### src/rtl/core/cfdl_pkg.sv
// cfdl_pkg: shared types, constants and the microcode table of the
// model-free adaptive controller (register codes, datapath control words).
// No dependencies; imported by every module of the block.
`default_nettype none

package cfdl_pkg;

    // default widths, taken up by the top level parameters
    localparam int FRACTION_BITS_DEF = 16;
    localparam int WORD_BITS_DEF     = 32;

    // fixed port field widths
    localparam int FIELD_BITS   = 32;
    localparam int REG_BITS     = 31;
    localparam int CFG_IDX_BITS = 3;

    // multiplier digit width and program counter width
    localparam int DIGIT_BITS = 16;
    localparam int PC_BITS    = 5;

    // configuration register indexes
    typedef enum logic [CFG_IDX_BITS-1:0] {
        CFG_ETA      = 3'd0,
        CFG_MU       = 3'd1,
        CFG_RHO      = 3'd2,
        CFG_LAMBDA   = 3'd3,
        CFG_FALLBACK = 3'd4,
        CFG_EPS      = 3'd5
    } t_cfg_idx;

    // datapath operations
    typedef enum logic [2:0] {
        OP_NOP,
        OP_ADD,
        OP_SUB,
        OP_MUL,
        OP_DIV,
        OP_FALLBACK,
        OP_FINISH
    } t_op;

    // operand sources
    typedef enum logic [3:0] {
        SRC_PHI,
        SRC_PY,
        SRC_PU,
        SRC_PDU,
        SRC_T0,
        SRC_T1,
        SRC_T2,
        SRC_Y,
        SRC_YD,
        SRC_ETA,
        SRC_MU,
        SRC_RHO,
        SRC_LAMBDA
    } t_src;

    // result destinations
    typedef enum logic [2:0] {
        DST_NONE,
        DST_T0,
        DST_T1,
        DST_T2,
        DST_PHI,
        DST_PDU
    } t_dst;

    // sequencing conditions
    typedef enum logic [2:0] {
        CND_NEXT,
        CND_WAIT_IN,
        CND_PHI_OK,
        CND_WAIT_OUT,
        CND_GOTO
    } t_cnd;

    // one microcode control word
    typedef struct packed {
        t_op               op;
        t_src              sel_a;
        t_src              sel_b;
        t_dst              dst;
        t_cnd              cnd;
        logic [PC_BITS-1:0] target;
    } t_uword;

    // sequencer to datapath
    typedef struct packed {
        t_op  op;
        t_src sel_a;
        t_src sel_b;
        t_dst dst;
        logic start;
        logic write;
        logic load_in;
        logic finish;
    } t_dp_ctl;

    // datapath to sequencer
    typedef struct packed {
        logic mul_done;
        logic div_done;
        logic phi_ok;
        logic out_free;
    } t_dp_stat;

    // program labels
    localparam logic [PC_BITS-1:0] PC_IDLE = 5'd0;
    localparam logic [PC_BITS-1:0] PC_LAW  = 5'd12;

    function automatic t_uword mk(input t_op o, input t_src a, input t_src b, input t_dst d,
                                  input t_cnd c, input logic [PC_BITS-1:0] t);
        t_uword w;
        w.op     = o;
        w.sel_a  = a;
        w.sel_b  = b;
        w.dst    = d;
        w.cnd    = c;
        w.target = t;
        return w;
    endfunction

    // control program: phi estimator, reset test, control law, write-back
    function automatic t_uword ucode(input logic [PC_BITS-1:0] pc);
        t_uword w;
        unique case (pc)
            5'd0:  w = mk(OP_NOP,      SRC_T0,     SRC_T0,  DST_NONE, CND_WAIT_IN,  PC_IDLE);
            // dy = y - y(k-1)
            5'd1:  w = mk(OP_SUB,      SRC_Y,      SRC_PY,  DST_T0,   CND_NEXT,     PC_IDLE);
            5'd2:  w = mk(OP_MUL,      SRC_PHI,    SRC_PDU, DST_T1,   CND_NEXT,     PC_IDLE);
            5'd3:  w = mk(OP_SUB,      SRC_T0,     SRC_T1,  DST_T0,   CND_NEXT,     PC_IDLE);
            5'd4:  w = mk(OP_MUL,      SRC_ETA,    SRC_T0,  DST_T0,   CND_NEXT,     PC_IDLE);
            5'd5:  w = mk(OP_MUL,      SRC_T0,     SRC_PDU, DST_T0,   CND_NEXT,     PC_IDLE);
            5'd6:  w = mk(OP_MUL,      SRC_PDU,    SRC_PDU, DST_T1,   CND_NEXT,     PC_IDLE);
            5'd7:  w = mk(OP_ADD,      SRC_MU,     SRC_T1,  DST_T1,   CND_NEXT,     PC_IDLE);
            5'd8:  w = mk(OP_DIV,      SRC_T0,     SRC_T1,  DST_T0,   CND_NEXT,     PC_IDLE);
            5'd9:  w = mk(OP_ADD,      SRC_PHI,    SRC_T0,  DST_PHI,  CND_NEXT,     PC_IDLE);
            // keep phi unless it or the last drive step is too small
            5'd10: w = mk(OP_NOP,      SRC_T0,     SRC_T0,  DST_NONE, CND_PHI_OK,   PC_LAW);
            5'd11: w = mk(OP_FALLBACK, SRC_T0,     SRC_T0,  DST_PHI,  CND_NEXT,     PC_IDLE);
            // control law
            5'd12: w = mk(OP_SUB,      SRC_YD,     SRC_Y,   DST_T2,   CND_NEXT,     PC_IDLE);
            5'd13: w = mk(OP_MUL,      SRC_RHO,    SRC_PHI, DST_T0,   CND_NEXT,     PC_IDLE);
            5'd14: w = mk(OP_MUL,      SRC_T0,     SRC_T2,  DST_T0,   CND_NEXT,     PC_IDLE);
            5'd15: w = mk(OP_MUL,      SRC_PHI,    SRC_PHI, DST_T1,   CND_NEXT,     PC_IDLE);
            5'd16: w = mk(OP_ADD,      SRC_LAMBDA, SRC_T1,  DST_T1,   CND_NEXT,     PC_IDLE);
            5'd17: w = mk(OP_DIV,      SRC_T0,     SRC_T1,  DST_T0,   CND_NEXT,     PC_IDLE);
            5'd18: w = mk(OP_ADD,      SRC_PU,     SRC_T0,  DST_T0,   CND_NEXT,     PC_IDLE);
            5'd19: w = mk(OP_SUB,      SRC_T0,     SRC_PU,  DST_PDU,  CND_NEXT,     PC_IDLE);
            5'd20: w = mk(OP_FINISH,   SRC_T0,     SRC_T0,  DST_NONE, CND_WAIT_OUT, PC_IDLE);
            default: w = mk(OP_NOP,    SRC_T0,     SRC_T0,  DST_NONE, CND_GOTO,     PC_IDLE);
        endcase
        return w;
    endfunction

endpackage

`default_nettype wire

### src/rtl/core/cfdl_mul.sv
// cfdl_mul: digit-serial signed fixed-point multiplier with saturation,
// one 16-bit digit of the second operand per cycle. Depends on cfdl_pkg.
`default_nettype none

module cfdl_mul
    import cfdl_pkg::*;
#(
    parameter int  WORD_BITS     = WORD_BITS_DEF,
    parameter int  FRACTION_BITS = FRACTION_BITS_DEF,
    localparam int OW            = (WORD_BITS > FIELD_BITS) ? WORD_BITS : FIELD_BITS
) (
    input  wire logic                 i_clk,
    input  wire logic                 i_rst_n,
    input  wire logic                 i_start,
    input  wire logic signed [OW-1:0] i_a,
    input  wire logic signed [OW-1:0] i_b,
    output logic                      o_done,
    output logic signed [OW-1:0]      o_res
);

    localparam int ND = (OW + DIGIT_BITS - 1) / DIGIT_BITS;
    localparam int BW = ND * DIGIT_BITS;
    localparam int AW = OW + BW;
    localparam int PW = OW + DIGIT_BITS;
    localparam int CW = $clog2(ND) + 1;
    localparam logic [AW-1:0] LIM     = AW'({(WORD_BITS-1){1'b1}});
    localparam logic [AW-1:0] LIM_NEG = LIM + AW'(1);
    localparam logic [OW-1:0] MAX_O   = OW'({(WORD_BITS-1){1'b1}});
    localparam logic [OW-1:0] MIN_O   = ~MAX_O;

    logic          r_busy;
    logic          r_done;
    logic [CW-1:0] r_cnt;
    logic [OW-1:0] r_ma;
    logic [BW-1:0] r_mb;
    logic [AW-1:0] r_acc;
    logic          r_neg;

    logic [OW-1:0] a_mag;
    logic [OW-1:0] b_mag;
    logic [PW-1:0] prod;
    logic [AW-1:0] acc_next;
    logic [AW-1:0] shifted;

    // operand magnitudes
    assign a_mag = i_a[OW-1] ? (~i_a + OW'(1)) : i_a;
    assign b_mag = i_b[OW-1] ? (~i_b + OW'(1)) : i_b;

    // one partial product per cycle, most significant digit first
    assign prod     = PW'(r_ma) * PW'(r_mb[BW-1 -: DIGIT_BITS]);
    assign acc_next = (r_acc << DIGIT_BITS) + AW'(prod);

    // control
    always_ff @(posedge i_clk) begin
        if (!i_rst_n) begin
            r_busy <= 1'b0;
            r_done <= 1'b0;
            r_cnt  <= '0;
        end else begin
            r_done <= !i_start && r_busy && (r_cnt == CW'(ND - 1));
            if (i_start) begin
                r_busy <= 1'b1;
                r_cnt  <= '0;
            end else if (r_busy) begin
                r_cnt <= r_cnt + CW'(1);
                if (r_cnt == CW'(ND - 1)) begin
                    r_busy <= 1'b0;
                end
            end
        end
    end

    // operands and accumulator
    always_ff @(posedge i_clk) begin
        if (i_start) begin
            r_ma  <= a_mag;
            r_mb  <= BW'(b_mag);
            r_acc <= '0;
            r_neg <= i_a[OW-1] ^ i_b[OW-1];
        end else if (r_busy) begin
            r_acc <= acc_next;
            r_mb  <= r_mb << DIGIT_BITS;
        end
    end

    // scale and saturate
    assign shifted = r_acc >> FRACTION_BITS;

    always_comb begin
        if (r_neg) begin
            o_res = (shifted > LIM_NEG) ? MIN_O : (~shifted[OW-1:0] + OW'(1));
        end else begin
            o_res = (shifted > LIM) ? MAX_O : shifted[OW-1:0];
        end
    end

    assign o_done = r_done;

endmodule

`default_nettype wire

### src/rtl/core/cfdl_div.sv
// cfdl_div: restoring radix-2 signed fixed-point divider, quotient scaled by
// the fraction bits, saturated, zero for a zero divisor. Depends on cfdl_pkg.
`default_nettype none

module cfdl_div
    import cfdl_pkg::*;
#(
    parameter int  WORD_BITS     = WORD_BITS_DEF,
    parameter int  FRACTION_BITS = FRACTION_BITS_DEF,
    localparam int OW            = (WORD_BITS > FIELD_BITS) ? WORD_BITS : FIELD_BITS
) (
    input  wire logic                 i_clk,
    input  wire logic                 i_rst_n,
    input  wire logic                 i_start,
    input  wire logic signed [OW-1:0] i_num,
    input  wire logic signed [OW-1:0] i_den,
    output logic                      o_done,
    output logic signed [OW-1:0]      o_res
);

    localparam int NW = OW + FRACTION_BITS;
    localparam int CW = $clog2(NW + 1);
    localparam logic [NW-1:0] LIM     = NW'({(WORD_BITS-1){1'b1}});
    localparam logic [NW-1:0] LIM_NEG = LIM + NW'(1);
    localparam logic [OW-1:0] MAX_O   = OW'({(WORD_BITS-1){1'b1}});
    localparam logic [OW-1:0] MIN_O   = ~MAX_O;

    logic          r_busy;
    logic          r_done;
    logic [CW-1:0] r_cnt;
    logic [NW-1:0] r_sh;
    logic [OW-1:0] r_rem;
    logic [OW-1:0] r_d;
    logic          r_neg;
    logic          r_zero;

    logic [OW-1:0] n_mag;
    logic [OW-1:0] d_mag;
    logic [OW:0]   trial;
    logic          ge;
    logic [OW-1:0] rem_next;

    assign n_mag = i_num[OW-1] ? (~i_num + OW'(1)) : i_num;
    assign d_mag = i_den[OW-1] ? (~i_den + OW'(1)) : i_den;

    // one quotient bit per cycle
    assign trial    = {r_rem, r_sh[NW-1]};
    assign ge       = trial >= {1'b0, r_d};
    assign rem_next = ge ? OW'(trial - {1'b0, r_d}) : trial[OW-1:0];

    // control, a zero divisor finishes right away
    always_ff @(posedge i_clk) begin
        if (!i_rst_n) begin
            r_busy <= 1'b0;
            r_done <= 1'b0;
            r_cnt  <= '0;
        end else begin
            r_done <= i_start ? (d_mag == '0) : (r_busy && (r_cnt == CW'(NW - 1)));
            if (i_start) begin
                r_cnt  <= '0;
                r_busy <= (d_mag != '0);
            end else if (r_busy) begin
                r_cnt <= r_cnt + CW'(1);
                if (r_cnt == CW'(NW - 1)) begin
                    r_busy <= 1'b0;
                end
            end
        end
    end

    // numerator shifts out at the top, quotient shifts in at the bottom
    always_ff @(posedge i_clk) begin
        if (i_start) begin
            r_sh   <= NW'(n_mag) << FRACTION_BITS;
            r_rem  <= '0;
            r_d    <= d_mag;
            r_neg  <= i_num[OW-1] ^ i_den[OW-1];
            r_zero <= (d_mag == '0);
        end else if (r_busy) begin
            r_sh  <= {r_sh[NW-2:0], ge};
            r_rem <= rem_next;
        end
    end

    // saturate the quotient
    always_comb begin
        if (r_zero) begin
            o_res = '0;
        end else if (r_neg) begin
            o_res = (r_sh > LIM_NEG) ? MIN_O : (~r_sh[OW-1:0] + OW'(1));
        end else begin
            o_res = (r_sh > LIM) ? MAX_O : r_sh[OW-1:0];
        end
    end

    assign o_done = r_done;

endmodule

`default_nettype wire

### src/rtl/core/cfdl_datapath.sv
// cfdl_datapath: register file, saturating adder, configuration registers,
// output word register and the shared multiplier and divider.
// Depends on cfdl_pkg, cfdl_mul and cfdl_div.
`default_nettype none

module cfdl_datapath
    import cfdl_pkg::*;
#(
    parameter int  WORD_BITS     = WORD_BITS_DEF,
    parameter int  FRACTION_BITS = FRACTION_BITS_DEF,
    localparam int OW            = (WORD_BITS > FIELD_BITS) ? WORD_BITS : FIELD_BITS
) (
    input  wire logic                          i_clk,
    input  wire logic                          i_rst_n,
    input  wire t_dp_ctl                       i_ctl,
    output t_dp_stat                           o_stat,
    input  wire logic                          i_cfg_we,
    input  wire logic [CFG_IDX_BITS-1:0]       i_cfg_idx,
    input  wire logic [REG_BITS-1:0]           i_cfg_data,
    input  wire logic signed [FIELD_BITS-1:0]  i_measured_output,
    input  wire logic signed [FIELD_BITS-1:0]  i_target_next,
    output logic                               o_valid,
    input  wire logic                          i_ready,
    output logic signed [FIELD_BITS-1:0]       o_drive,
    output logic signed [FIELD_BITS-1:0]       o_phi_estimate,
    output logic                               o_phi_was_reset
);

    localparam logic signed [OW:0] MAX_W = {1'b0, OW'({(WORD_BITS-1){1'b1}})};
    localparam logic signed [OW:0] MIN_W = ~MAX_W;
    localparam logic signed [OW:0] PHI_RAW = (OW+1)'(2) << FRACTION_BITS;
    localparam logic signed [OW-1:0] PHI_INIT = (PHI_RAW > MAX_W) ? MAX_W[OW-1:0]
                                                                  : PHI_RAW[OW-1:0];
    localparam int unsigned ONE_Q = 1 << FRACTION_BITS;
    localparam logic [REG_BITS-1:0] RST_ETA    = REG_BITS'(ONE_Q);
    localparam logic [REG_BITS-1:0] RST_MU     = REG_BITS'(ONE_Q);
    localparam logic [REG_BITS-1:0] RST_RHO    = REG_BITS'((6 * ONE_Q + 5) / 10);
    localparam logic [REG_BITS-1:0] RST_LAMBDA = REG_BITS'((ONE_Q + 5) / 10);
    localparam logic [REG_BITS-1:0] RST_FB     = REG_BITS'(ONE_Q / 2);
    localparam logic [REG_BITS-1:0] RST_EPS    = REG_BITS'(1);

    // configuration
    logic [REG_BITS-1:0] r_eta, r_mu, r_rho, r_lambda, r_fb, r_eps;

    // controller state and scratch
    logic signed [OW-1:0] r_phi, r_py, r_pu, r_pdu;
    logic signed [OW-1:0] r_t0, r_t1, r_t2;
    logic signed [FIELD_BITS-1:0] r_y, r_yd;
    logic r_flag;

    // output word
    logic                         r_out_valid;
    logic signed [FIELD_BITS-1:0] r_out_drive;
    logic signed [FIELD_BITS-1:0] r_out_phi;
    logic                         r_out_flag;

    logic signed [OW-1:0] y_ext, yd_ext;
    logic signed [OW-1:0] op_a, op_b, res;
    logic signed [OW:0]   sum_v, dif_v, fb_v;
    logic signed [OW-1:0] mul_res, div_res;
    logic                 mul_done, div_done;
    logic [OW-1:0]        pdu_mag;

    function automatic logic signed [OW-1:0] sat_w(input logic signed [OW:0] v);
        if (v > MAX_W) begin
            return MAX_W[OW-1:0];
        end else if (v < MIN_W) begin
            return MIN_W[OW-1:0];
        end
        return v[OW-1:0];
    endfunction

    function automatic logic signed [OW-1:0] pick(input t_src s,
                                                  input logic signed [OW-1:0] phi,
                                                  input logic signed [OW-1:0] py,
                                                  input logic signed [OW-1:0] pu,
                                                  input logic signed [OW-1:0] pdu,
                                                  input logic signed [OW-1:0] t0,
                                                  input logic signed [OW-1:0] t1,
                                                  input logic signed [OW-1:0] t2,
                                                  input logic signed [OW-1:0] y,
                                                  input logic signed [OW-1:0] yd);
        logic signed [OW-1:0] v;
        unique case (s)
            SRC_PHI:    v = phi;
            SRC_PY:     v = py;
            SRC_PU:     v = pu;
            SRC_PDU:    v = pdu;
            SRC_T0:     v = t0;
            SRC_T1:     v = t1;
            SRC_T2:     v = t2;
            SRC_Y:      v = y;
            SRC_YD:     v = yd;
            SRC_ETA:    v = $signed(OW'(r_eta));
            SRC_MU:     v = $signed(OW'(r_mu));
            SRC_RHO:    v = $signed(OW'(r_rho));
            SRC_LAMBDA: v = $signed(OW'(r_lambda));
            default:    v = t0;
        endcase
        return v;
    endfunction

    assign y_ext  = OW'(r_y);
    assign yd_ext = OW'(r_yd);

    // operand selection
    always_comb begin
        op_a = pick(i_ctl.sel_a, r_phi, r_py, r_pu, r_pdu, r_t0, r_t1, r_t2, y_ext, yd_ext);
        op_b = pick(i_ctl.sel_b, r_phi, r_py, r_pu, r_pdu, r_t0, r_t1, r_t2, y_ext, yd_ext);
    end

    // saturating add and subtract
    assign sum_v = (OW+1)'(op_a) + (OW+1)'(op_b);
    assign dif_v = (OW+1)'(op_a) - (OW+1)'(op_b);
    assign fb_v  = $signed((OW+1)'(r_fb));

    // shared multi-cycle units
    cfdl_mul #(
        .WORD_BITS     (WORD_BITS),
        .FRACTION_BITS (FRACTION_BITS)
    ) u_mul (
        .i_clk   (i_clk),
        .i_rst_n (i_rst_n),
        .i_start (i_ctl.start && (i_ctl.op == OP_MUL)),
        .i_a     (op_a),
        .i_b     (op_b),
        .o_done  (mul_done),
        .o_res   (mul_res)
    );

    cfdl_div #(
        .WORD_BITS     (WORD_BITS),
        .FRACTION_BITS (FRACTION_BITS)
    ) u_div (
        .i_clk   (i_clk),
        .i_rst_n (i_rst_n),
        .i_start (i_ctl.start && (i_ctl.op == OP_DIV)),
        .i_num   (op_a),
        .i_den   (op_b),
        .o_done  (div_done),
        .o_res   (div_res)
    );

    // result selection
    always_comb begin
        unique case (i_ctl.op)
            OP_ADD:      res = sat_w(sum_v);
            OP_SUB:      res = sat_w(dif_v);
            OP_MUL:      res = mul_res;
            OP_DIV:      res = div_res;
            OP_FALLBACK: res = sat_w(fb_v);
            default:     res = r_t0;
        endcase
    end

    // phi reset test on the updated phi and the last drive step
    assign pdu_mag = r_pdu[OW-1] ? (~r_pdu + OW'(1)) : r_pdu;

    always_comb begin
        o_stat.mul_done = mul_done;
        o_stat.div_done = div_done;
        o_stat.phi_ok   = !((r_phi < $signed(OW'(r_eps))) || (pdu_mag < OW'(r_eps)));
        o_stat.out_free = !r_out_valid || i_ready;
    end

    // configuration registers
    always_ff @(posedge i_clk) begin
        if (!i_rst_n) begin
            r_eta    <= RST_ETA;
            r_mu     <= RST_MU;
            r_rho    <= RST_RHO;
            r_lambda <= RST_LAMBDA;
            r_fb     <= RST_FB;
            r_eps    <= RST_EPS;
        end else if (i_cfg_we) begin
            unique case (i_cfg_idx)
                CFG_ETA:      r_eta    <= i_cfg_data;
                CFG_MU:       r_mu     <= i_cfg_data;
                CFG_RHO:      r_rho    <= i_cfg_data;
                CFG_LAMBDA:   r_lambda <= i_cfg_data;
                CFG_FALLBACK: r_fb     <= i_cfg_data;
                CFG_EPS:      r_eps    <= i_cfg_data;
                default: begin
                end
            endcase
        end
    end

    // controller state kept across samples
    always_ff @(posedge i_clk) begin
        if (!i_rst_n) begin
            r_phi  <= PHI_INIT;
            r_py   <= '0;
            r_pu   <= '0;
            r_pdu  <= '0;
            r_flag <= 1'b0;
        end else begin
            if (i_ctl.load_in) begin
                r_flag <= 1'b0;
            end
            if (i_ctl.write && (i_ctl.op == OP_FALLBACK)) begin
                r_flag <= 1'b1;
            end
            if (i_ctl.write && (i_ctl.dst == DST_PHI)) begin
                r_phi <= res;
            end
            if (i_ctl.write && (i_ctl.dst == DST_PDU)) begin
                r_pdu <= res;
            end
            if (i_ctl.finish) begin
                r_pu <= r_t0;
                r_py <= y_ext;
            end
        end
    end

    // scratch registers and captured input word
    always_ff @(posedge i_clk) begin
        if (i_ctl.load_in) begin
            r_y  <= i_measured_output;
            r_yd <= i_target_next;
        end
        if (i_ctl.write) begin
            unique case (i_ctl.dst)
                DST_T0: r_t0 <= res;
                DST_T1: r_t1 <= res;
                DST_T2: r_t2 <= res;
                default: begin
                end
            endcase
        end
    end

    // output word register
    always_ff @(posedge i_clk) begin
        if (!i_rst_n) begin
            r_out_valid <= 1'b0;
        end else if (i_ctl.finish) begin
            r_out_valid <= 1'b1;
        end else if (i_ready) begin
            r_out_valid <= 1'b0;
        end
    end

    always_ff @(posedge i_clk) begin
        if (i_ctl.finish) begin
            r_out_drive <= r_t0[FIELD_BITS-1:0];
            r_out_phi   <= r_phi[FIELD_BITS-1:0];
            r_out_flag  <= r_flag;
        end
    end

    assign o_valid         = r_out_valid;
    assign o_drive         = r_out_drive;
    assign o_phi_estimate  = r_out_phi;
    assign o_phi_was_reset = r_out_flag;

endmodule

`default_nettype wire

### src/rtl/core/cfdl_model_free_adaptive_controller_unit.sv
// Model-free adaptive controller (compact form, nu = 1), microcoded sequencer.
// Handles one sample at a time: the next input word is accepted only after the result
// of the last one has been written to the output register; the bit-serial divider,
// run twice per sample, takes most of the time per sample.
// Synchronous active-low reset: phi = 2.0, stored output/drive/step zero,
// registers to eta 1.0, mu 1.0, rho 0.6, lambda 0.1, fallback 0.5, epsilon 1 LSB.
`default_nettype none

module cfdl_model_free_adaptive_controller_unit
    import cfdl_pkg::*;
#(
    parameter int WORD_BITS     = WORD_BITS_DEF,
    parameter int FRACTION_BITS = FRACTION_BITS_DEF
) (
    input  wire logic                    i_clk,
    input  wire logic                    i_rst_n,
    // input stream
    input  wire logic                    i_s_tvalid,
    output logic                         o_s_tready,
    input  wire logic [2*FIELD_BITS-1:0] i_s_tdata,   // measured_output, target_next
    // output stream
    output logic                         o_m_tvalid,
    input  wire logic                    i_m_tready,
    output logic [2*FIELD_BITS-1:0]      o_m_tdata,   // drive, phi_estimate
    output logic                         o_m_tuser,   // phi_was_reset
    // configuration writes
    input  wire logic                    i_cfg_we,
    input  wire logic [CFG_IDX_BITS-1:0] i_cfg_idx,
    input  wire logic [REG_BITS-1:0]     i_cfg_data
);

    logic [PC_BITS-1:0] r_pc, n_pc;
    logic               r_run, n_run;

    t_uword   uw;
    t_dp_ctl  ctl;
    t_dp_stat stat;
    logic     is_unit;
    logic     unit_done;
    logic     step_done;

    logic signed [FIELD_BITS-1:0] drive;
    logic signed [FIELD_BITS-1:0] phi_est;

    // sequencer registers
    always_ff @(posedge i_clk) begin
        if (!i_rst_n) begin
            r_pc  <= PC_IDLE;
            r_run <= 1'b0;
        end else begin
            r_pc  <= n_pc;
            r_run <= n_run;
        end
    end

    // control word decode, step completion and next step
    always_comb begin
        uw        = ucode(r_pc);
        is_unit   = (uw.op == OP_MUL) || (uw.op == OP_DIV);
        unit_done = (uw.op == OP_MUL) ? stat.mul_done : stat.div_done;

        unique case (uw.cnd)
            CND_WAIT_IN:  step_done = i_s_tvalid;
            CND_WAIT_OUT: step_done = stat.out_free;
            default:      step_done = is_unit ? unit_done : 1'b1;
        endcase

        ctl.op      = uw.op;
        ctl.sel_a   = uw.sel_a;
        ctl.sel_b   = uw.sel_b;
        ctl.dst     = uw.dst;
        ctl.start   = is_unit && !r_run;
        ctl.write   = is_unit ? unit_done
                              : ((uw.op == OP_ADD) || (uw.op == OP_SUB)
                                 || (uw.op == OP_FALLBACK));
        ctl.load_in = (uw.cnd == CND_WAIT_IN) && i_s_tvalid;
        ctl.finish  = (uw.op == OP_FINISH) && stat.out_free;

        n_run = r_run;
        if (ctl.start) begin
            n_run = 1'b1;
        end
        if (is_unit && unit_done) begin
            n_run = 1'b0;
        end

        n_pc = r_pc;
        if (step_done) begin
            priority if ((uw.cnd == CND_GOTO) || (uw.cnd == CND_WAIT_OUT)) begin
                n_pc = uw.target;
            end else if ((uw.cnd == CND_PHI_OK) && stat.phi_ok) begin
                n_pc = uw.target;
            end else begin
                n_pc = r_pc + PC_BITS'(1);
            end
        end
    end

    assign o_s_tready = (uw.cnd == CND_WAIT_IN);

    cfdl_datapath #(
        .WORD_BITS     (WORD_BITS),
        .FRACTION_BITS (FRACTION_BITS)
    ) u_dp (
        .i_clk             (i_clk),
        .i_rst_n           (i_rst_n),
        .i_ctl             (ctl),
        .o_stat            (stat),
        .i_cfg_we          (i_cfg_we),
        .i_cfg_idx         (i_cfg_idx),
        .i_cfg_data        (i_cfg_data),
        .i_measured_output (i_s_tdata[FIELD_BITS-1:0]),
        .i_target_next     (i_s_tdata[2*FIELD_BITS-1:FIELD_BITS]),
        .o_valid           (o_m_tvalid),
        .i_ready           (i_m_tready),
        .o_drive           (drive),
        .o_phi_estimate    (phi_est),
        .o_phi_was_reset   (o_m_tuser)
    );

    assign o_m_tdata = {phi_est, drive};

endmodule

`default_nettype wire

### config.mk
export PLATFORM = sky130hd
export DESIGN_NAME = cfdl_model_free_adaptive_controller_unit
export DESIGN_NICKNAME = d
export VERILOG_FILES = /design/src/rtl/core/cfdl_pkg.sv /design/src/rtl/core/cfdl_mul.sv /design/src/rtl/core/cfdl_div.sv /design/src/rtl/core/cfdl_datapath.sv /design/src/rtl/core/cfdl_model_free_adaptive_controller_unit.sv
export SDC_FILE = /design/constraint.sdc
export NUM_CORES = 2
export LEC_CHECK = 0
export BUFFER_PORTS_ARGS = -buffer_cell sky130_fd_sc_hd__buf_4
export CAP_MARGIN = 0
export CORE_MARGIN = 2
export CORE_UTILIZATION = 55
export DETAILED_ROUTE_END_ITERATION = 10
export GPL_TIMING_DRIVEN = 0
export HOLD_SLACK_MARGIN = 0.02
export PLACE_DENSITY = 0.85
export SYNTH_ARGS = -nofsm -noshare
export SYNTH_HDL_FRONTEND = slang
export SYNTH_SLANG_ARGS = --single-unit
### constraint.sdc
create_clock -name i_clk -period 6.5 [get_ports i_clk]
set_clock_uncertainty 0.1 [all_clocks]
set_input_delay 1.3 -clock i_clk [delete_from_list [all_inputs] [get_ports i_clk]]
set_output_delay 1.3 -clock i_clk [all_outputs]
set_load 0.02 [all_outputs]
==> impl_metrics.json <==
{
  "status": "complete, but fails checks",
  "violations": "setup timing",
  "setup_violations": 127,
  "dp_hpwl_um": 244700,
  "clock_path_buffers": 3,
  "drt_iter0_drc": 9991,
  "numCtsBuffers": 90,
  "die_area_um2": 118500,
  "core_region_area_um2": 114500,
  "rsz0062_at_grt": "yes",
  "cp-start-kind": "flop",
  "yosys.area_share.simple_pct": 17.29,
  "drc": 0,
  "largest_register_ff_count": 64,
  "synth_top_area_share_pct": 16.80,
  "endpoint_kind": "flop",
  "synth_cells": 7204,
  "nFillCells": 8986,
  "synth_area_leaders": "edfxtp_1 17%, dfxtp_1 15%, fa_1 14%, nand2_1 7.1%, ha_1 6.1%",
  "r2r_end": "u_dp.u_mul.r_acc[49]",
  "yosysWarnings": 0,
  "setup_ws_ns": -0.6785,
  "routed_wl_um": 325000,
  "drive_gt1_share_pct": 16.52,
  "ctsHoldBuffers": 0,
  "ant_nets": 0,
  "maxCapViolations": 0,
  "dr_wl_met2_um": 134700,
  "synth_area_um2": 63650,
  "postSynth.asyncResetShare_pct": 0,
  "slew_headroom_pct": 2.889,
  "path_max_fanout": 10,
  "port_buffers": 169,
  "drv_slew": 0,
  "synth_fa_ha_area_share_pct": 20.35,
  "hold_start": "u_dp.r_flag",
  "vias": 64565,
  "wl_met3_um": 43230,
  "gp_congestion": 1.171,
  "clock_sink_count": 819,
  "wl_per_cell_um": 34.89,
  "synth_top_family_by_area": "adder cells",
  "grt_overflow": 0,
  "initial_core_util_pct": 55.59,
  "insertion_delay_ns": 0.78,
  "grt_pass1_vias": 60654,
  "highest_layer": "met5",
  "firstDrtPassIters": 7,
  "syn_to_final_growth_pct": 18.76,
  "cts_tree": "built",
  "hold_path_depth": 0,
  "synth_mux_area_share_pct": 3.657,
  "critical_path_arrival_ns": 7.64,
  "worst_pin_slew_ns": 1.457,
  "cts_max_level": 3,
  "r2r_setup_slack_ns": -0.68,
  "wl_met1_um": 102400,
  "dieWidth_um": 344.2,
  "synth.ff_latch_count": 819,
  "hold_path_class": "flop to flop",
  "synth_fp_nets": 8068,
  "grt_pass1_wl_um": 444800,
  "layout.nets": 8542,
  "fp.dieH_um": 344.2,
  "synth-main-ff-cell": "dfxtp_1",
  "synth_compound_area_share_pct": 17.40,
  "required_ns": 6.96,
  "synth_edf_count": 356,
  "max_freq_mhz": 139.3,
  "rows": 124,
  "clk_root_buffer_cell": "clkbuf_16",
  "period_minus_slack_ns": 7.178,
  "timing.hold.ws_ns": 0.3245,
  "grtUsageTotal_pct": 53.40,
  "yosysTopAreaCell": "edfxtp_1",
  "path_class": "flop to flop",
  "biggestRegsByFlops": "u_dp.u_mul.r_acc: 64 flops, u_dp.u_div.r_sh: 48 flops",
  "via_per_inst": 6.931,
  "top_register": "u_dp.u_mul.r_acc",
  "r2r_cells": 25,
  "whs_endpoint": "u_dp.o_phi_was_reset",
  "synthXorXnorAreaFrac_pct": 2.970,
  "finalHoldViolCount": 0,
  "period_share_pct": 110.4,
  "antenna_found_initial": 31,
  "synth_area_per_cell_um2": 8.835,
  "ys_seq_area_share_pct": 31.36,
  "reg2reg_from": "u_dp.u_mul.r_mb[17]",
  "synthDistinctLibCells": 112,
  "clkTransAtPathRegs_ns": 0.07,
  "ioPinCount": 170,
  "grt_start_max_net_pins": 51
}
-- final cells by class --
class,count,area [µm²],share of cell area [%]
clock buffer,118,2529,3.346
sequential,819,19980,26.43
buffer,421,2754,3.643
tap,1512,1892,2.503
clock inverter,52,752.0,0.9949
inverter,691,2596,3.435
antenna,47,117.6,0.1556
multi-input combinational,5260,41610,55.05
timing repair buffer,395,3357,4.441
-- kinds of logic after synthesis --
| group | count (synthesis) |
|---|---|
| compound gates | 1684 |
| xor+xnor | 215 |
| mux | 203 |
| fa+ha+maj | 764 |
| flops | 819 |
| buf+inv | 1125 |
| simple gates | 2394 |
-- timing repair --
| action | 4_1_cts | 5_1_grt |
|---|---|---|
| setup endpoints to repair | 239 | 217 |
| pin swaps | 112 | 186 |
| resized for setup | 533 | 357 |
| setup buffers | 113 | 104 |
| cloned | 0 | 3 |
-- synth_stat cells, types with 33 or more instances --
cell type     n
a211oi_1     36
a21o_1       86
a21oi_1     557
a221oi_1     39
a22o_1       48
a22oi_1      57
a31oi_1      80
and2_1      202
and3_1       33
buf_2        58
clkbuf_1    322
dfxtp_1     463
edfxtp_1    356
fa_1        453
ha_1        308
inv_1       684
mux2_2       61
mux2i_1     123
nand2_1    1206
nand2b_1     52
nand3_1     137
nand4_1      41
nor2_1      367
nor2b_1      57
nor3_1       98
nor4_1       41
o211ai_1     42
o21a_1       33
o21ai_0     282
o221ai_1     40
o22ai_1      38
or3_1        38
xnor2_1     170
xor2_1       44
-- worst max-delay path: stages, from the launching register on --
cell,delay (ns)
edfxtp_1,0.49
buf_6,0.21
nand2_2,0.08
fa_1,0.54
inv_2,0.04
fa_1,0.53
inv_1,0.05
fa_1,0.48
inv_1,0.06
fa_1,0.53
inv_1,0.05
fa_1,0.50
inv_2,0.04
fa_2,0.60
ha_4,0.24
a21oi_2,0.16
o211ai_1,0.13
a22o_1,0.24
a221o_1,0.40
o311ai_4,0.46
o21ai_4,0.13
a221oi_4,0.35
o21ai_2,0.09
a21o_1,0.23
xnor2_1,0.18
o21ai_1,0.10
-- layout by cell type, fill, tap and decap left out, drive strengths merged, types with 34 or more instances in the layout --
cell    count
buf       538
o21ai     290
xor2       44
and2      202
a21o       86
mux2       63
a31oi      80
fa        453
nor2b      57
diode      47
o22ai      38
a21oi     558
a22o       48
a211oi     37
ha        308
nor4       44
a221oi     40
nand2    1206
clkbuf    395
nand3     138
clkinv     34
o211ai     43
edfxtp    356
nor2      372
or3        41
nor3       99
dfxtp     463
inv       695
nand2b     52
mux2i     123
xnor2     171
nand4      42
a22oi      59
o221ai     40
-- worst max-delay path by stage --
stage	from	to	slack, ns
floorplan	u_dp.u_mul.r_ma[4]	u_dp.u_mul.r_acc[31]	0.01
global placement	uw[15]	u_dp.r_t0[6]	-4.50
detailed placement	uw[15]	u_dp.r_t1[5]	-3.95
CTS	u_dp.u_mul.r_ma[11]	u_dp.u_mul.r_acc[49]	-0.54
global route	u_dp.u_mul.r_ma[7]	u_dp.u_mul.r_acc[47]	-0.77
finish	u_dp.u_mul.r_mb[17]	u_dp.u_mul.r_acc[49]	-0.68
-- per-stage QoR --
step | setup slack, ns | instances | area [µm²] | TNS [ns] | util, %
after floorplan | 0.01044 | 7204 | 63750 | 0 | -
after global placement | -4.503 | 8885 | 66910 | -614.03 | 58.43
after detailed placement | -3.952 | 8894 | 67150 | -601.50 | 58.64
after CTS | -0.5356 | 9168 | 73490 | -10.20 | 64.19
after global routing | -0.7715 | 9287 | 75510 | -23.50 | 65.95
final | -0.6785 | 9315 | 75580 | -22.10 | 66.01
-- routing by layer --
layer  vias up  global-route usage [%]
li1      25938                       -
met1     30835                   58.27
met2      5737                   78.33
met3      2049                   19.19
met4         6                   55.28
met5         -                  0.8814
Power is left out: the tool's default activity adds up to more than one toggle a clock period on the data nets, which glitch-free logic cannot reach.
